===== src/rtl/lpfs_pkg.sv =====
// ----------------------------------------------------------------------------
// lpfs_pkg
// Shared widths, header bit positions and the result word type for the
// length-prefixed frame splitter.
// ----------------------------------------------------------------------------
package lpfs_pkg;

  localparam int BYTE_W     = 8;
  localparam int LEN_W      = 14;  // long-form length field
  localparam int HIGH_W     = 6;   // length bits carried by the first header byte
  localparam int SHORT_BIT  = 6;   // set: short form header
  localparam int COMP_BIT   = 7;   // set: payload compressed

  typedef struct packed {
    logic              valid;
    logic [BYTE_W-1:0] payload_byte;
    logic              compressed;
    logic              first_of_frame;
    logic              last_of_frame;
    logic              empty_frame;
  } res_t;

endpackage


===== src/rtl/lpfs_parser.sv =====
// ----------------------------------------------------------------------------
// lpfs_parser
// Header decode and payload counter. Consumes one byte per advance strobe and
// produces at most one result word combinationally from the current state and byte.
// ----------------------------------------------------------------------------
module lpfs_parser (
  input  logic                         clk,
  input  logic                         rst_n,
  input  logic                         adv,
  input  logic [lpfs_pkg::BYTE_W-1:0]  byte_i,
  output lpfs_pkg::res_t               res_o
);
  import lpfs_pkg::*;

  typedef enum logic [2:0] {
    PH_HEAD  = 3'b001,
    PH_HEAD2 = 3'b010,
    PH_DATA  = 3'b100
  } phase_t;

  phase_t            phase_r, phase_nxt;
  logic [HIGH_W-1:0] high_len_r, high_len_nxt;
  logic [LEN_W-1:0]  bytes_left_r, bytes_left_nxt;
  logic              comp_r, comp_nxt;
  logic              start_r, start_nxt;
  logic [LEN_W-1:0]  len_long;
  logic              last;
  res_t              res;

  assign len_long = {high_len_r, byte_i};
  assign last     = (bytes_left_r <= LEN_W'(1));

  always_comb begin
    phase_nxt      = phase_r;
    high_len_nxt   = high_len_r;
    bytes_left_nxt = bytes_left_r;
    comp_nxt       = comp_r;
    start_nxt      = start_r;
    res            = '0;
    case (phase_r)
      PH_DATA: begin
        res.valid          = 1'b1;
        res.payload_byte   = byte_i;
        res.compressed     = comp_r;
        res.first_of_frame = start_r;
        res.last_of_frame  = last;
        start_nxt          = 1'b0;
        if (last) begin
          bytes_left_nxt = '0;
          phase_nxt      = PH_HEAD;
          start_nxt      = 1'b1;
        end else begin
          bytes_left_nxt = bytes_left_r - LEN_W'(1);
        end
      end
      PH_HEAD2: begin
        start_nxt = 1'b1;
        if (len_long == '0) begin
          bytes_left_nxt  = '0;
          phase_nxt       = PH_HEAD;
          res.valid       = 1'b1;
          res.compressed  = comp_r;
          res.empty_frame = 1'b1;
        end else begin
          bytes_left_nxt = len_long;
          phase_nxt      = PH_DATA;
        end
      end
      default: begin
        // first header byte
        comp_nxt = byte_i[COMP_BIT];
        if (byte_i[SHORT_BIT]) begin
          start_nxt = 1'b1;
          if (byte_i[HIGH_W-1:0] == '0) begin
            bytes_left_nxt  = '0;
            phase_nxt       = PH_HEAD;
            res.valid       = 1'b1;
            res.compressed  = byte_i[COMP_BIT];
            res.empty_frame = 1'b1;
          end else begin
            bytes_left_nxt = {{(LEN_W-HIGH_W){1'b0}}, byte_i[HIGH_W-1:0]};
            phase_nxt      = PH_DATA;
          end
        end else begin
          high_len_nxt = byte_i[HIGH_W-1:0];
          phase_nxt    = PH_HEAD2;
        end
      end
    endcase
  end

  always_ff @(posedge clk) begin
    if (!rst_n) begin
      phase_r      <= PH_HEAD;
      high_len_r   <= '0;
      bytes_left_r <= '0;
      comp_r       <= 1'b0;
      start_r      <= 1'b1;
    end else if (adv) begin
      phase_r      <= phase_nxt;
      high_len_r   <= high_len_nxt;
      bytes_left_r <= bytes_left_nxt;
      comp_r       <= comp_nxt;
      start_r      <= start_nxt;
    end
  end

  assign res_o = res;

`ifndef ASSERT_OFF
  // payload phase always has at least one byte owed
  a_data_cnt: assert property (@(posedge clk) disable iff (!rst_n)
    (phase_r == PH_DATA) |-> (bytes_left_r != '0))
    else $error("payload phase with zero count");

  // a word that closes a frame leaves the parser expecting a header
  a_close_hdr: assert property (@(posedge clk) disable iff (!rst_n)
    (adv && res.valid && (res.last_of_frame || res.empty_frame)) |=>
      (phase_r == PH_HEAD && start_r))
    else $error("frame close did not return to header");

  // second header byte with no result opens the payload
  a_head2: assert property (@(posedge clk) disable iff (!rst_n)
    (adv && phase_r == PH_HEAD2 && !res.valid) |=> (phase_r == PH_DATA))
    else $error("long header did not open payload");

  // empty-frame word never carries frame marks
  a_empty: assert property (@(posedge clk) disable iff (!rst_n)
    (res.valid && res.empty_frame) |->
      (!res.first_of_frame && !res.last_of_frame && res.payload_byte == '0))
    else $error("empty frame word with marks");
`endif

endmodule


===== src/rtl/length_prefixed_frame_splitter.sv =====
// ----------------------------------------------------------------------------
// length_prefixed_frame_splitter: each word passes the input register, a
// single decode stage and the output register. Throughput one byte per cycle
// while out_ready is high. Sync active-low reset, header state.
// ----------------------------------------------------------------------------
module length_prefixed_frame_splitter (
  input  logic                        clk,
  input  logic                        rst_n,
  input  logic                        in_valid,
  output logic                        in_ready,
  input  logic [lpfs_pkg::BYTE_W-1:0] in_byte,
  output logic                        out_valid,
  input  logic                        out_ready,
  output logic [lpfs_pkg::BYTE_W-1:0] out_payload_byte,
  output logic                        out_compressed,
  output logic                        out_first_of_frame,
  output logic                        out_last_of_frame,
  output logic                        out_empty_frame
);
  import lpfs_pkg::*;

  logic              in_valid_r, in_valid_nxt;
  logic [BYTE_W-1:0] in_byte_r;
  logic              out_valid_r, out_valid_nxt;
  res_t              out_r;
  res_t              res;
  logic              adv;

  // decode one held word when the output slot is free or draining
  assign adv      = in_valid_r && (!out_valid_r || out_ready);
  assign in_ready = !in_valid_r || adv;

  lpfs_parser u_parser (
    .clk    (clk),
    .rst_n  (rst_n),
    .adv    (adv),
    .byte_i (in_byte_r),
    .res_o  (res)
  );

  always_comb begin
    in_valid_nxt = in_valid_r;
    if (in_valid && in_ready) begin
      in_valid_nxt = 1'b1;
    end else if (adv) begin
      in_valid_nxt = 1'b0;
    end
    out_valid_nxt = out_valid_r;
    if (adv) begin
      out_valid_nxt = res.valid;
    end else if (out_ready) begin
      out_valid_nxt = 1'b0;
    end
  end

  always_ff @(posedge clk) begin
    if (!rst_n) begin
      in_valid_r  <= 1'b0;
      out_valid_r <= 1'b0;
    end else begin
      in_valid_r  <= in_valid_nxt;
      out_valid_r <= out_valid_nxt;
    end
  end

  always_ff @(posedge clk) begin
    if (in_valid && in_ready) begin
      in_byte_r <= in_byte;
    end
    if (adv && res.valid) begin
      out_r <= res;
    end
  end

  assign out_valid          = out_valid_r;
  assign out_payload_byte   = out_r.payload_byte;
  assign out_compressed     = out_r.compressed;
  assign out_first_of_frame = out_r.first_of_frame;
  assign out_last_of_frame  = out_r.last_of_frame;
  assign out_empty_frame    = out_r.empty_frame;

`ifndef ASSERT_OFF
  // never decode over a stalled result word
  a_no_overrun: assert property (@(posedge clk) disable iff (!rst_n)
    adv |-> !(out_valid_r && !out_ready))
    else $error("decode over stalled result");

  // a held word not decoded stays held
  a_hold_in: assert property (@(posedge clk) disable iff (!rst_n)
    (in_valid_r && !adv) |=> (in_valid_r && $stable(in_byte_r)))
    else $error("held input word lost");
`endif

endmodule

===== config.mk =====
export PLATFORM = sky130hd
export DESIGN_NAME = length_prefixed_frame_splitter
export DESIGN_NICKNAME = d
export VERILOG_FILES = /design/src/rtl/lpfs_pkg.sv /design/src/rtl/lpfs_parser.sv /design/src/rtl/length_prefixed_frame_splitter.sv
export SDC_FILE = /design/constraint.sdc
export NUM_CORES = 1
export LEC_CHECK = 0
export BUFFER_PORTS_ARGS = -buffer_cell sky130_fd_sc_hd__clkbuf_2
export CAP_MARGIN = 5
export CORE_UTILIZATION = 54
export CTS_BUF_LIST = sky130_fd_sc_hd__clkbuf_2 sky130_fd_sc_hd__clkbuf_4 sky130_fd_sc_hd__clkbuf_8
export DETAILED_ROUTE_END_ITERATION = 12
export PLACE_DENSITY = 0.78
export REMOVE_ABC_BUFFERS = 1
export SETUP_SLACK_MARGIN = 0.02
export SYNTH_ARGS = -nofsm -noshare
export SYNTH_HDL_FRONTEND = slang
export SYNTH_SLANG_ARGS = --single-unit
export TNS_END_PERCENT = 50

===== constraint.sdc =====
create_clock -name clk -period 2.05 [get_ports clk]
set_input_delay 0.615 -clock clk [delete_from_list [all_inputs] [get_ports clk]]
set_output_delay 0.615 -clock clk [all_outputs]
set_load 0.005 [all_outputs]

Word-level counts from Yosys, hierarchy flattened

Index checks and enable logic that the tools add are counted.

Add/subtract/negate cells: 1
$mul: 0
Div/mod/pow operators: 0
Order comparisons: 1
Equal/unequal tests: 3
Shift operators: 0
Muxes and demuxes: 26
Bitwise gates (word level): 2
Reduce and logical (&&, ||, !) cells: 17

Operators with widths:

| operator                                                        | number |
|---|---|
| 2-to-1 mux 14 bit                                               | 3 |
| one-hot mux 14 bit (2 select lines)                             | 1 |
| less-or-equal comparator 14 x 1 -> 1 bit, second input constant | 1 |
| logical NOT 14 bit                                              | 1 |
| subtractor 14 x 1 -> 14 bit, second input constant              | 1 |
| 2-to-1 mux 1 bit                                                | 12 |
| 2-to-1 mux 3 bit                                                | 4 |
| one-hot mux 1 bit (2 select lines)                              | 4 |
| logical NOT 6 bit                                               | 1 |
| 2-to-1 mux 6 bit                                                | 1 |
| one-hot mux 3 bit (2 select lines)                              | 1 |
| AND reduction 2 bit                                             | 3 |
| nonzero test 2 bit                                              | 2 |
| equality test 3 x 2 -> 1 bit, second input constant             | 1 |
| equality test 3 bit, second input constant                      | 1 |
| logical AND 1 bit                                               | 3 |
| AND reduction 3 bit                                             | 1 |
| nonzero test 3 bit                                              | 1 |
| logical NOT 1 bit                                               | 2 |
| logical OR 1 bit                                                | 2 |
| inequality test 2 x 1 -> 1 bit, second input constant           | 1 |
| NOT 1 bit                                                       | 2 |
| OR reduction 2 bit                                              | 1 |

Flip-flop bits (word level): 47
Bits in latches: 0
Bits in writable memories: 0
Bits in read-only memories: 0
Bits of input ports: 12
Output and inout bits: 14
Word-level logic and storage cells: 63
Memories: 0

Longest topological paths before layout

Gate-level depths: netlist (run 1).

Depth in word-level cells: 6
Gate-level depth with buffers: 8
Depth with buffers taken out: 7

Hierarchy

Synthesis (run 1) repeated with hierarchy kept, for this count alone.

Cell total of the unflattened synthesis: 234
Area total of the unflattened synthesis: 2278.4 µm²

Modules (own cells, without submodules):

| module                         | times used | cells each | area an instance (µm²) | seq. area each (µm²) |
|---|---|---|---|---|
| lpfs_parser                    | 1          | 201        | 1565.3                 | 500.5 |
| length_prefixed_frame_splitter | 1          | 33         | 713.2                  | 640.6 |

Least setup slack after synthesis (run 1)

OpenSTA, ideal clock, no wires.

Kind: flip-flop to flip-flop
Start point: reg u_parser.phase_r[1]
End point: reg out_r (netlist bit out_compressed), enable pin
Library setup time: 380 ps
Data arrival time: 1895 ps
Data required time: 1670 ps
Path slack: -226 ps
Stages on the path, launching flop included: 7
Buffers on the path: 1
Clock period less this slack: 2276 ps
Cells stage by stage: dfxtp_1 > clkbuf_2 > nor3b_1 > nand3_1 > a21oi_1 > nor2_1 > nor2_1

Longest elaborated chain between the ends: 3
Elaborated cells on any way between the ends: 4
Those cells by class: eq/ne: 2; mux: 1; reduce/logical: 1

Ends and longest elaborated chain:

| what                                                                | RTL line                             | RTL |
|---|---|---|
| from (decl)                                                         | lpfs_parser.sv:21                    | `phase_t phase_r, phase_nxt;` |
| from (signal assigned)                                              | lpfs_parser.sv:100                   | `phase_r <= phase_nxt;` |
| equality test 3 x 2 -> 1 bit or equality test 3 bit (tied branches) | lpfs_parser.sv:40                    | `case (phase_r)` |
| one-hot mux 1 bit (2 select lines) (*)                              | lpfs_parser.sv:40                    |  |
| logical AND 1 bit (*)                                               | length_prefixed_frame_splitter.sv:70 | `if (adv && res.valid) begin` |
| to (signal assigned)                                                | length_prefixed_frame_splitter.sv:71 | `out_r <= res;` |
| to (decl)                                                           | length_prefixed_frame_splitter.sv:25 | `res_t out_r;` |

Mark *: on every way between the ends. The rest lies on a longest branch, timed or not.
A chain may end at the register's enable or synchronous reset.

Worst setup path after layout (run 1)

Start point: reg u_parser.bytes_left_r[0]
End point: reg u_parser.bytes_left_r[12]

Longest elaborated chain between the ends: 3
Elaborated cells on any way between the ends: 4
Those cells by class: add/sub: 1; order compare: 1; mux: 2

Ends and longest elaborated chain:

| what                                                                                    | RTL line                             | RTL |
|---|---|---|
| from (decl)                                                                             | lpfs_parser.sv:23                    | `logic [LEN_W-1:0] bytes_left_r, bytes_left_nxt;` |
| from (signal assigned)                                                                  | lpfs_parser.sv:102                   | `bytes_left_r <= bytes_left_nxt;` |
| subtractor 14 x 1 -> 14 bit or less-or-equal comparator 14 x 1 -> 1 bit (tied branches) | lpfs_parser.sv:53, lpfs_parser.sv:31 |  |
| 2-to-1 mux 14 bit (*)                                                                   | lpfs_parser.sv:48                    | `if (last) begin` |
| one-hot mux 14 bit (2 select lines) (*)                                                 | lpfs_parser.sv:40                    |  |

Marked as above.

==> results of run 1 <==
cell families after synthesis:
logic type | Yosys count | share of synthesized area (%)
simple gates | 94 | 23.98
compound gates | 52 | 14.66
flops | 47 | 50.28
xor+xnor | 9 | 3.473
fa+ha+maj | 2 | 1.102
mux | 7 | 3.087
buf+inv | 14 | 3.418
path summary, 6_finish.rpt:
kind	end	slack, ps	cells past startpoint
worst min register to register	u_parser.start_r$_SDFFE_PN1P_	480	2
worst min-delay path	u_parser.start_r$_SDFFE_PN1P_	480	2
worst max register to register	u_parser.bytes_left_r[12]$_SDFFE_PN0P_	130	7
worst max-delay path	u_parser.bytes_left_r[12]$_SDFFE_PN0P_	130	7
final cells by class:
class | instances | area [um2] | share of cell area [%]
Sequential cell | 47 | 1141 | 43.43
Clock buffer | 5 | 68.82 | 2.619
Tap cell | 50 | 62.56 | 2.381
Timing Repair Buffer | 42 | 252.7 | 9.619
Inverter | 2 | 7.507 | 0.2857
Clock inverter | 3 | 25.02 | 0.9524
Multi-Input combinational cell | 164 | 1070 | 40.71
sequential cells by signal (all words and copies together) (netlist names):
name and count:
out_first_of_frame 1, u_parser.start_r 1, u_parser.high_len_r 6, u_parser.comp_r 1, out_empty_frame 1, out_valid 1, in_byte_r 8, u_parser.phase_r 3
out_compressed 1, out_last_of_frame 1, in_valid_r 1, out_payload_byte 8, u_parser.bytes_left_r 14
power groups by stage:
stage	sequential, W	combinational [W]	clock (W)
2_1_floorplan	0.00106	0.000150	0
3_3_place_gp	0.00107	0.000226	0
3_5_place_dp	0.00107	0.000229	0
4_1_cts	0.00105	0.000231	0.000585
5_1_grt	0.00105	0.000264	0.000620
6_report	0.00105	0.000236	0.000573
synthesized netlist by cell type (all sizes together) (3+ instances only):
cell type  count  area share (%)
mux2i          7             3.1
o21ai         12             2.6
buf            4             1.7
nor3           6             1.3
nor3b          6             2.0
nand3          3            0.66
a22oi          3            0.99
and2          14             3.9
a21oi         19             4.2
nand2b         3            0.83
nor2          18             3.0
nor2b          9             2.5
nand4          3            0.83
dfxtp         27              24
clkbuf         8             1.4
nand2         16             2.6
xor2           7             2.7
edfxtp        20              26
nor4           8             3.1
a222oi         3             1.3
per-stage QoR:
stage / cell area, um2 / total power, W / util (%)
2_1_floorplan: 2200 / 0.001205 / -
5_1_grt: 2628 / 0.001936 / 65.22
4_1_cts: 2609 / 0.001861 / 64.75
3_5_place_dp: 2515 / 0.001296 / 62.42
6_report: 2628 / 0.001857 / 65.22
3_3_place_gp: 2515 / 0.001292 / 62.42
routing by layer:
layer  part of all wire, %  track usage, %  vias up
met5                     0               0        -
li1                      -               -      900
met1                    45           31.57      878
met2                    47           42.55       58
met4                   2.5           11.70        0
met3                   5.3           6.678       13
critical path, cell delays in order (launching register included):
cell and delay, ps:
dfxtp_1 340, inv_1 80, ha_1 190, or4b_4 510
nor3_1 190, xor2_1 90, a222oi_1 310, nor3b_1 100
==> key figures, run 1 <==
Clock tree
  • # clock sinks: 47
  • Root buffer cell: clkbuf_8
  • Clock-pin transition on the worst setup and hold timing paths: 100 ps
  • Post-CTS sizing: 0
  • CTS max path bufs: 2
  • CTS tree: built
  • CTS H-tree lvls: 2
  • Num CTS Buffers: 5
  • Hold buffer count at CTS: 0
  • Post-CTS Setup Inserts: 0
  • Clock Latency Late Sink: between 300 and 400 ps

Pwr
  • Leak Pwr: roughly 1.0 nW
  • Sw frac: a little over a quarter
  • Switch Pwr: between 0.0004 and 0.0005 W
  • Clock power share: 30.9%
  • Combinational fraction of design power: approximately 13%
  • PD cells: between 700 and 800 mW/mm2
  • Peak supply drop: approximately 560 uV
  • Internal power: 0.001361 W
  • Seq pwr share: a little under three fifths

Critical path
  • Worst EP arrival: between 2000 and 2500 ps
  • Reg-to-Reg Start: u_parser.bytes_left_r[0]$_SDFFE_PN0P_
  • Crit path launch: u_parser.bytes_left_r[0]$_SDFFE_PN0P_
  • Crit start category: flip-flop
  • Crit Path Category: reg -> reg
  • Worst-path fanout max: 5
  • Crit path required time: approximately 2200 ps
  • Crit end category: flip-flop

Detailed routing
  • Antenna viol nets, final: 0
  • Pre-antenna DRT Iters: 5
  • Final wirelength: just under 5 mm
  • Vias: 1849
  • Avg WL per Cell: roughly 16 um
  • Residual DRC: 0
  • Starting DRT DRC Count: between 100 and 150
  • Avg Vias per Cell: slightly below 6

Worst hold path
  • HP Class: reg -> reg
  • Hold path startpoint: u_parser.start_r$_SDFFE_PN1P_

Timing
  • Max-slew headroom: 73.15%
  • Setup WS post-layout: 126.4 ps
  • Total Neg Setup Slack: 0 ps
  • Final Hold Vio Count: 0
  • Fin crit period: between 1500 and 2000 ps
  • Final Cycle Share: 93.83%
  • Fin. max-slew vios: 0
  • FMAX: 0.5199 GHz
  • Hold Slack: 479.0 ps
  • Worst slew pin tran: 399.0 ps
  • Unrepaired setup endpoints after global routing: false
  • Final setup viols: 0
  • Clock skew: 11.27 ps

Yosys
  • Netlist area before placement: 0.002270 mm2
  • Synthesized instance count: approximately 230
  • Syn avg cell area: ~10 um2
  • Synth unique cells: between 40 and 50
  • EDFF count, synth: 20
  • FF+latch count, synth: 47
  • Ys flop type: dfxtp_1
  • Sequential share of the synthesized area: 50.28%
  • Ys async rst share: 0%
  • Yosys warnings: 0

Job
  • Max cap viols: 0

Layout
  • ANT cells: 0
  • Commonest non-fill, non-tap cell in the layout: dfxtp_1
  • Layout cell share with drive strength beyond 1: a little under a quarter
  • Filler cells: 350
  • Final net count: 276
  • Post-Layout Cell Count: 313
  • Layout overhead on the synthesized area: 15.77%
  • Most frequent cells in the layout: 27 x dfxtp_1, 25 x clkbuf_2, 20 x edfxtp_1, 19 x a21oi_1, 18 x nor2_1

Place
  • IO Port Bufs: 25
  • Dpl cells: 305
  • GP Congestion: about 0.96
  • Hpwl dp: about 3.6 mm
  • Pre-CTS WS: between 90 and 100 ps

Die
  • Core box area: ~0.0040 mm2
  • Die ar.: between 0.004 and 0.005 mm2
  • Die outline height: 66.83 um
  • DIE WIDTH: around 67 um
  • Initial Util: between 50 and 60%
  • Top-Level Pins: 26
  • Row Count: 23

Global route
  • Pin count of the biggest net entering global routing: 26
  • Vias in the first global route: between 1.5k and 2k
  • Total GRT Usage: roughly 26%
  • GRT Residual Overflow: 0
  • Initial antenna violation count: 0
  • First-pass GRT wire length: around 8.3 mm

Run status
  • Status: completed
No activity file was read; power rests on OpenSTA's default activity.
==> run 2, diff against run 1 <==
Settings changed: CELL_PAD_IN_SITES_DETAIL_PLACEMENT set to 1, CELL_PAD_IN_SITES_GLOBAL_PLACEMENT set to 2, CORE_UTILIZATION 54 to 34, PLACE_DENSITY 0.78 to not set, PLACE_DENSITY_LB_ADDON set to 0.1, SKIP_LAST_GASP set to 1, SYNTH_HIERARCHICAL set to 1.
==> key figures, run 2 <==
Run status
  • Status: finished, violations left (was completed)
  • Failing checks: DRC

Critical path
  • Crit Path Category: reg -> reg (unchanged)
  • Crit path required time: 2260 ps (was 2240 ps)
  • Reg2reg setup slack: 80 ps (was 130 ps)
  • Most common cell on crit path: or4_4
  • Reg-to-Reg Start: u_parser/bytes_left_r[11]$_SDFFE_PN0P_ (was u_parser.bytes_left_r[0]$_SDFFE_PN0P_)
  • Worst-path fanout max: 4 (was 5)
  • Reg2reg path depth: 5 (was 7)
  • Crit end category: flip-flop (unchanged)
  • Critical path, cell by cell: or4_4 -> or4_4 -> nand2_1 -> o21ai_0 -> o211a_1 (was inv_1 -> ha_1 -> or4b_4 -> nor3_1 -> xor2_1 -> a222oi_1 -> nor3b_1)
  • Crit start category: flip-flop (unchanged)
  • Slowest stage delay, CP: 590 ps (was 510 ps)
  • Worst R2R End: u_parser/bytes_left_r[1]$_SDFFE_PN0P_ (was u_parser.bytes_left_r[12]$_SDFFE_PN0P_)
  • Critical Path Slowest Stage Cell: or4_4 (was or4b_4)
  • Worst EP arrival: 2180 ps (was 2110 ps)

Yosys
  • FF+latch count, synth: 47 (unchanged)
  • Synth unique cells: 49 (was 47)
  • Largest family of logic cells by synthesized area: simple AND/OR/NAND/NOR gates (unchanged)
  • Most frequent cells after synthesis: 27 x dfxtp_1, 24 x nand2_1, 20 x edfxtp_1, 18 x nor2_1, 11 x clkbuf_1 (was 27 x dfxtp_1, 20 x edfxtp_1, 19 x a21oi_1, 18 x nor2_1, 16 x nand2_1)
  • Synthesized instance count: 234 (was 225)
  • Yosys warnings: 6 (was 0)
  • Sequential share of the synthesized area: 50.08% (was 50.28%)
  • Syn avg cell area: 9.737 um2 (was 10.09 um2)
  • Ys async rst share: 0% (unchanged)
  • Simple-gate share of the synthesized area: 23.34% (was 23.98%)
  • Post-synthesis mux area share: 3.075% (was 3.087%)
  • Synth top area share: 26.36% (was 26.46%)
  • Post-Synth XOR/XNOR Area: 1.922% (was 3.473%)
  • Post-synthesis adder-cell area fraction: 1.098% (was 1.103%)
  • Netlist area before placement: 0.002278 mm2 (was 0.002270 mm2)
  • Area contributors post-synth: edfxtp_1 26%, dfxtp_1 24%, nand2_1 4.0%, mux2i_1 3.1%, nor2_1 3.0% (was edfxtp_1 26%, dfxtp_1 24%, a21oi_1 4.2%, and2_1 3.6%, mux2i_1 3.1%)
  • Cell with the most instances after synthesis: dfxtp_1 (unchanged)
  • Post-synth top area cell: edfxtp_1 (unchanged)
  • EDFF count, synth: 20 (unchanged)
  • Compound-gate portion of the synthesized area: 15.98% (was 14.66%)
  • Ys flop type: dfxtp_1 (unchanged)

Detailed routing
  • Residual DRC: 6 (was 0)
  • Starting DRT DRC Count: 81 (was 123)
  • Pre-antenna DRT Iters: 11 (was 5)
  • Antenna viol nets, final: 0 (unchanged)
  • Avg Vias per Cell: 5.271 (was 5.907)
  • Vias: 2040 (was 1849)
  • Avg WL per Cell: 16.99 um (was 15.62 um)
  • Final wirelength: 6.576 mm (was 4.889 mm)

Clock tree
  • CTS max path bufs: 2 (unchanged)
  • Root buffer cell: clkbuf_8 (unchanged)
  • Clock Latency Late Sink: 300 ps (was 310 ps)
  • Clock-pin transition on the worst setup and hold timing paths: 90 ps (was 100 ps)
  • CTS tree: built (unchanged)
  • CTS H-tree lvls: 2 (unchanged)
  • Hold buffer count at CTS: 0 (unchanged)
  • # clock sinks: 47 (unchanged)
  • Num CTS Buffers: 5 (unchanged)

Place
  • Hpwl dp: 5.161 mm (was 3.590 mm)
  • IO Port Bufs: 25 (unchanged)
  • Dpl cells: 376 (was 305)
  • GP Congestion: 0.7747 (was 0.9632)
  • Pre-CTS WS: -145.0 ps (was 90.98 ps)

Timing
  • Final Hold Vio Count: 0 (unchanged)
  • Fin crit period: 1973 ps (was 1924 ps)
  • Final Cycle Share: 96.26% (was 93.83%)
  • Setup WS post-layout: 76.60 ps (was 126.4 ps)
  • Worst slew pin tran: 416.9 ps (was 399.0 ps)
  • Unrepaired setup endpoints after global routing: true (was false)
  • FMAX: 0.5067 GHz (was 0.5199 GHz)
  • Fin. max-slew vios: 0 (unchanged)
  • Total Neg Setup Slack: 0 ps (unchanged)
  • Hold Slack: 480.4 ps (was 479.0 ps)
  • Clock skew: 10.27 ps (was 11.27 ps)
  • Max-slew headroom: 72.10% (was 73.15%)
  • Final setup viols: 0 (unchanged)

Worst hold path
  • Hold path startpoint: in_byte[1] (was u_parser.start_r$_SDFFE_PN1P_)
  • Hold Path End: in_byte_r[1]$_DFFE_PP_ (was u_parser.start_r$_SDFFE_PN1P_)
  • Hold depth: 1 (was 2)
  • HP Class: in -> reg (was reg -> reg)

Layout
  • Post-Layout Cell Count: 387 (was 313)
  • Layout cell share with drive strength beyond 1: 37.42% (was 23.57%)
  • Biggest register: u_parser/bytes_left_r (was u_parser.bytes_left_r)
  • ANT cells: 0 (unchanged)
  • Most frequent cells in the layout: 56 x buf_4, 27 x dfxtp_1, 25 x clkbuf_2, 22 x nand2_1, 20 x edfxtp_1 (was 27 x dfxtp_1, 25 x clkbuf_2, 20 x edfxtp_1, 19 x a21oi_1, 18 x nor2_1)
  • Filler cells: 734 (was 350)
  • Final net count: 323 (was 276)
  • Layout overhead on the synthesized area: 37.34% (was 15.77%)
  • Commonest non-fill, non-tap cell in the layout: buf_4 (was dfxtp_1)
  • Max reg flops: 14 (unchanged)

Pwr
  • Peak supply drop: 288.0 uV (was 563.3 uV)
  • PD cells: 658.8 mW/mm2 (was 706.7 mW/mm2)
  • Pwr Total: 0.002062 W (was 0.001857 W)
  • Leak Pwr: 1.284 nW (was 1.029 nW)

Global route
  • Total GRT Usage: 19.39% (was 25.90%)
  • GRT Residual Overflow: 0 (unchanged)
  • Pin count of the biggest net entering global routing: 15 (was 26)
  • Vias in the first global route: 1992 (was 1758)
  • First-pass GRT wire length: 10.41 mm (was 8.314 mm)
  • Initial antenna violation count: 0 (unchanged)

Die
  • Initial Util: 35.48% (was 56.34%)
  • Die ar.: 0.007033 mm2 (was 0.004466 mm2)
  • DIE WIDTH: 83.86 um (was 66.83 um)
  • Top-Level Pins: 26 (unchanged)
  • Die outline height: 83.86 um (was 66.83 um)
  • Core box area: 0.006422 mm2 (was 0.004029 mm2)
  • Row Count: 29 (was 23)

Job
  • Max cap viols: 0 (unchanged)
## run 2: cell type report
cell class	count	area [um2]	share of cell area, %
clock buffers	6	82.58	2.639
clock inverters	2	35.03	1.120
inverters	7	26.28	0.8397
multi-input cells	165	1157	36.99
flip-flops and latches	47	1141	36.47
well taps	77	96.34	3.079
repair buffers	83	590.6	18.87
## run 2: through the flow
step | cell area [um2] | util, %
floorplan | 2202 | -
global placement | 2849 | 44.36
detailed placement | 2849 | 44.36
CTS | 2983 | 46.44
global route | 3129 | 48.72
finish | 3129 | 48.72
## run 2: cells by family (layout without fill, tap and decap cells)
logic type,after synthesis,in the layout
muxes,7,7
buffers and inverters,22,98
and+or+nand+nor,98,98
AOI/OAI and AO/OA,53,53
xor gates and xnor gates,5,5
adders and majority gates,2,2
DFF,47,47
## run 2: timing repair
action | in CTS | in global routing
gates resized for setup | 4 | 28
pin swaps | 0 | 9
setup buffers | 0 | 2
gates cloned | 0 | 1
endpoints found under the setup margin | 19 | 28
## run 2: where the power goes
part | leakage (nW) | switching (W) | internal (W) | total (W)
Clock | 0.0612 | 0.000316 | 0.000395 | 0.000711
Sequential | 0.396 | 0.0000243 | 0.000999 | 0.00102
Combinational | 0.827 | 0.000167 | 0.000161 | 0.000327
Total | 1.28 | 0.000507 | 0.00155 | 0.00206
## run 2: worst max-delay path: cells and delay by family (launching register included)
kind,cells,cell delay [ps]
and+or+nand+nor,3,1300
AOI/OAI and AO/OA,2,220
DFF,1,360
## run 2: per-layer routing
layer  global-route usage [%]  wire (um)  up-vias
li1                         -          -     1015
met1                    26.75       3256      989
met2                    31.67       3084       31
met3                    2.967        160        5
met4                    5.172         74        0
met5                        0          0        -
## run 2: how the worst max path moves through the flow
| stage | cells after the start | start | end | slack (ps) |
|---|---|---|---|---|
| detailed placement | 8 | out_ready | u_parser/bytes_left_r[10]$_SDFFE_PN0P_ | -150 |
| floorplan | 6 | u_parser/phase_r[1]$_SDFFE_PN0P_ | out_compressed$_DFFE_PP_ | -250 |
| global route | 8 | u_parser/high_len_r[0]$_SDFFE_PN0P_ | out_compressed$_DFFE_PP_ | -10 |
| finish | 5 | u_parser/bytes_left_r[11]$_SDFFE_PN0P_ | u_parser/bytes_left_r[1]$_SDFFE_PN0P_ | 80 |
| CTS | 7 | u_parser/bytes_left_r[1]$_SDFFE_PN0P_ | u_parser/bytes_left_r[10]$_SDFFE_PN0P_ | -20 |
| global placement | 5 | u_parser/bytes_left_r[4]$_SDFFE_PN0P_ | u_parser/bytes_left_r[1]$_SDFFE_PN0P_ | -100 |
==> run 3, diff against run 2 <==
Settings changed: ABC_AREA set to 1, CORE_UTILIZATION 34 to 32.
==> key figures, run 3 <==
Run status
  • Status: completed (was finished, violations left)

Clock tree
  • CTS H-tree lvls: 2 (unchanged)
  • CTS tree: built (unchanged)
  • Num CTS Buffers: 5 (unchanged)
  • # clock sinks: 47 (unchanged)
  • CTS max path bufs: 2 (unchanged)
  • Clock Latency Late Sink: 310 ps (was 300 ps)
  • Root buffer cell: clkbuf_8 (unchanged)
  • Clock-pin transition on the worst setup and hold timing paths: 100 ps (was 90 ps)

Timing
  • Max-slew headroom: 76.39% (was 72.10%)
  • Final Cycle Share: 91.24% (was 96.26%)
  • Setup WS post-layout: 179.5 ps (was 76.60 ps)
  • Final setup viols: 0 (unchanged)
  • Unrepaired setup endpoints after global routing: true (unchanged)
  • Worst slew pin tran: 353.8 ps (was 416.9 ps)
  • Fin crit period: 1871 ps (was 1973 ps)
  • FMAX: 0.5346 GHz (was 0.5067 GHz)
  • Fin. max-slew vios: 0 (unchanged)
  • Clock skew: 9.064 ps (was 10.27 ps)
  • Total Neg Setup Slack: 0 ps (unchanged)
  • Final Hold Vio Count: 0 (unchanged)

Place
  • GP Congestion: 0.7525 (was 0.7747)
  • Pre-CTS WS: 2.493 ps (was -145.0 ps)
  • Hpwl dp: 4.820 mm (was 5.161 mm)
  • IO Port Bufs: 25 (unchanged)
  • Dpl cells: 424 (was 376)

Global route
  • Total GRT Usage: 17.75% (was 19.39%)
  • Pin count of the biggest net entering global routing: 19 (was 15)
  • GRT Residual Overflow: 0 (unchanged)
  • First-pass GRT wire length: 10.24 mm (was 10.41 mm)
  • Vias in the first global route: 2002 (was 1992)
  • Initial antenna violation count: 0 (unchanged)

Layout
  • Register Area: 0.001141 mm2 (unchanged)
  • Most frequent cells in the layout: 79 x nand2_1, 40 x nor2_1, 35 x inv_1, 27 x dfxtp_1, 25 x clkbuf_2 (was 56 x buf_4, 27 x dfxtp_1, 25 x clkbuf_2, 22 x nand2_1, 20 x edfxtp_1)
  • ANT cells: 0 (unchanged)
  • Layout overhead on the synthesized area: 17.06% (was 37.34%)
  • Filler cells: 876 (was 734)
  • Area taken by multi-input logic gates: 0.001010 mm2 (was 0.001157 mm2)
  • Biggest register: u_parser/bytes_left_r (unchanged)
  • Commonest non-fill, non-tap cell in the layout: nand2_1 (was buf_4)
  • Post-Layout Cell Count: 438 (was 387)
  • Layout cell share with drive strength beyond 1: 24.56% (was 37.42%)
  • Max reg flops: 14 (unchanged)
  • Post-layout util: 39.80% (was 48.72%)
  • Final net count: 355 (was 323)

Worst hold path
  • HP Class: in -> reg (unchanged)
  • Hold path startpoint: in_byte[7] (was in_byte[1])
  • Hold Path End: in_byte_r[7]$_DFFE_PP_ (was in_byte_r[1]$_DFFE_PP_)
  • Hold depth: 1 (unchanged)

Critical path
  • Crit Path Category: reg -> reg (unchanged)
  • Worst-path fanout max: 6 (was 4)
  • Critical path, cell by cell: inv_2 -> nand4_1 -> nor2_2 -> nand2_1 -> o21ai_2 -> inv_1 -> nand2_1 -> inv_1 -> nor2_4 -> buf_6 (was or4_4 -> or4_4 -> nand2_1 -> o21ai_0 -> o211a_1)
  • Reg-to-Reg Start: in_byte_r[1]$_DFFE_PP_ (was u_parser/bytes_left_r[11]$_SDFFE_PN0P_)
  • Reg2reg path depth: 10 (was 5)
  • Crit path launch: in_byte_r[1]$_DFFE_PP_ (was u_parser/bytes_left_r[11]$_SDFFE_PN0P_)
  • Crit start category: flip-flop (unchanged)
  • Crit path required time: 2090 ps (was 2260 ps)
  • Worst EP arrival: 1910 ps (was 2180 ps)
  • Worst R2R End: out_payload_byte[5]$_DFFE_PP_ (was u_parser/bytes_left_r[1]$_SDFFE_PN0P_)
  • Buf+Inv Stages, Crit Path: 4 (was 0)
  • Worst path top cell family by delay: simple AND/OR/NAND/NOR gates (unchanged)
  • Crit end category: flip-flop (unchanged)
  • Slowest stage delay, CP: 420 ps (was 590 ps)
  • Reg2reg setup slack: 180 ps (was 80 ps)
  • Critical Path Slowest Stage Cell: edfxtp_1 (was or4_4)

Detailed routing
  • Avg WL per Cell: 14.36 um (was 16.99 um)
  • Vias: 2035 (was 2040)
  • Avg Vias per Cell: 4.646 (was 5.271)
  • Pre-antenna DRT Iters: 4 (was 11)
  • Final wirelength: 6.289 mm (was 6.576 mm)
  • Residual DRC: 0 (was 6)
  • Starting DRT DRC Count: 110 (was 81)
  • Antenna viol nets, final: 0 (unchanged)

Pwr
  • PD cells: 692.9 mW/mm2 (was 658.8 mW/mm2)
  • Leak Pwr: 1.233 nW (was 1.284 nW)
  • Internal power: 0.001344 W (was 0.001555 W)
  • Peak supply drop: 282.5 uV (was 288.0 uV)
  • Sw frac: 29.84% (was 24.60%)
  • Clock power share: 33.1% (was 34.5%)
  • Combinational fraction of design power: 13.0% (was 15.9%)
  • Seq pwr share: 53.8% (was 49.6%)
  • Switch Pwr: 0.0005715 W (was 0.0005071 W)

Yosys
  • Netlist area before placement: 0.002361 mm2 (was 0.002278 mm2)
  • Synth unique cells: 28 (was 49)
  • Sequential share of the synthesized area: 48.33% (was 50.08%)
  • Yosys warnings: 6 (unchanged)
  • Post-synth top area cell: edfxtp_1 (unchanged)
  • Synthesized instance count: 304 (was 234)
  • Most frequent cells after synthesis: 79 x nand2_1, 42 x nor2_1, 39 x inv_1, 27 x dfxtp_1, 20 x edfxtp_1 (was 27 x dfxtp_1, 24 x nand2_1, 20 x edfxtp_1, 18 x nor2_1, 11 x clkbuf_1)
  • Cell with the most instances after synthesis: nand2_1 (was dfxtp_1)
  • Area contributors post-synth: edfxtp_1 25%, dfxtp_1 23%, nand2_1 13%, nor2_1 6.7%, inv_1 6.2% (was edfxtp_1 26%, dfxtp_1 24%, nand2_1 4.0%, mux2i_1 3.1%, nor2_1 3.0%)
  • Syn avg cell area: 7.766 um2 (was 9.737 um2)
  • Ys flop type: dfxtp_1 (unchanged)
  • EDFF count, synth: 20 (unchanged)
  • Ys async rst share: 0% (unchanged)
  • FF+latch count, synth: 47 (unchanged)
  • Synth top area share: 25.44% (was 26.36%)

Die
  • Row Count: 30 (was 29)
  • Die outline height: 87.90 um (was 83.86 um)
  • DIE WIDTH: 87.90 um (was 83.86 um)
  • Initial Util: 34.00% (was 35.48%)
  • Die ar.: 0.007726 mm2 (was 0.007033 mm2)
  • Top-Level Pins: 26 (unchanged)
  • Core box area: 0.006944 mm2 (was 0.006422 mm2)

Job
  • Max cap viols: 0 (unchanged)
## run 3: changes by cell type in the layout (fill, tap and decap cells not counted), sizes merged, moves of 10 or more
cell | previous run | this run
nor3 | 10 | 0
a21oi | 10 | 23
buf | 57 | 13
nor2 | 19 | 47
nand2 | 24 | 85
nand3 | 6 | 17
inv | 7 | 45
o21ai | 11 | 21
## run 3: worst max-delay path by stage
| stage | end | slack [ps] | cells past startpoint |
|---|---|---|---|
| 2_1_floorplan | out_compressed$_DFFE_PP_ | 40 | 10 |
| 5_1_grt | out_payload_byte[5]$_DFFE_PP_ | 20 | 10 |
| 6_report | out_payload_byte[5]$_DFFE_PP_ | 180 | 10 |
| 3_3_place_gp | out_payload_byte[4]$_DFFE_PP_ | 20 | 10 |
| 3_5_place_dp | out_payload_byte[4]$_DFFE_PP_ | 2 | 10 |
| 4_1_cts | out_payload_byte[5]$_DFFE_PP_ | 50 | 10 |
## run 3: worst reg2reg max path, cell delays in order (launching register included)
cell,delay [ps]
edfxtp_1,420
inv_2,120
nand4_1,110
nor2_2,170
nand2_1,100
o21ai_2,160
inv_1,50
nand2_1,90
inv_1,90
nor2_4,140
buf_6,150
## run 3: kinds of logic (layout without fill, tap and decap cells)
kind of cell,after synthesis,after routing,synth area share [%]
XOR/XNOR,4,4,1.484
flip-flops,47,47,48.33
AND/OR/NAND/NOR,151,151,27.82
buffers and inverters,52,90,9.485
AO/OA/AOI/OAI,48,48,11.82
adder cells (fa/ha/maj),2,2,1.060
## run 3: repair_timing
action,4_1_cts,5_1_grt
hold buffers,0,0
endpoints found under the setup margin,12,16
cloned,0,1
resized for setup,1,11
endpoints found under the hold margin,0,0
pin swaps,0,3
setup buffers,0,5
## run 3: metrics by stage
| stage | total power [W] | hold WS (ps) | area [um2] |
|---|---|---|---|
| after floorplan | 0.001209 | 446.0 | 2303 |
| after global placement | 0.001295 | 463.5 | 2601 |
| after detailed placement | 0.001297 | 492.1 | 2601 |
| after CTS | 0.001928 | 465.1 | 2700 |
| after global routing | 0.001997 | 460.1 | 2764 |
| final | 0.001915 | 473.9 | 2764 |
## run 3: power groups by stage
| stage | clock (W) | sequential (W) | combinational (W) |
|---|---|---|---|
| final | 0.000634 | 0.00103 | 0.000250 |
| after global routing | 0.000676 | 0.00104 | 0.000285 |
| after CTS | 0.000651 | 0.00103 | 0.000246 |
| after detailed placement | 0 | 0.00105 | 0.000244 |
| after global placement | 0 | 0.00105 | 0.000244 |
| after floorplan | 0 | 0.00104 | 0.000165 |
## run 3: layer usage
metal | up-vias | share of wire (%) | track usage, %
li1 | 1035 | - | -
met1 | 961 | 53 | 25.50
met2 | 35 | 43 | 27.63
met3 | 4 | 3.3 | 3.299
met4 | 0 | 0.80 | 4.024
met5 | - | 0 | 0
## run 3: area by class of cell
cell class,count,area share (%)
sequential,47,41.29
multi-input combinational,205,36.53
timing repair buffer,38,8.330
inverter,44,6.021
tap,96,4.346
clock buffer,5,2.490
clock inverter,3,0.9959
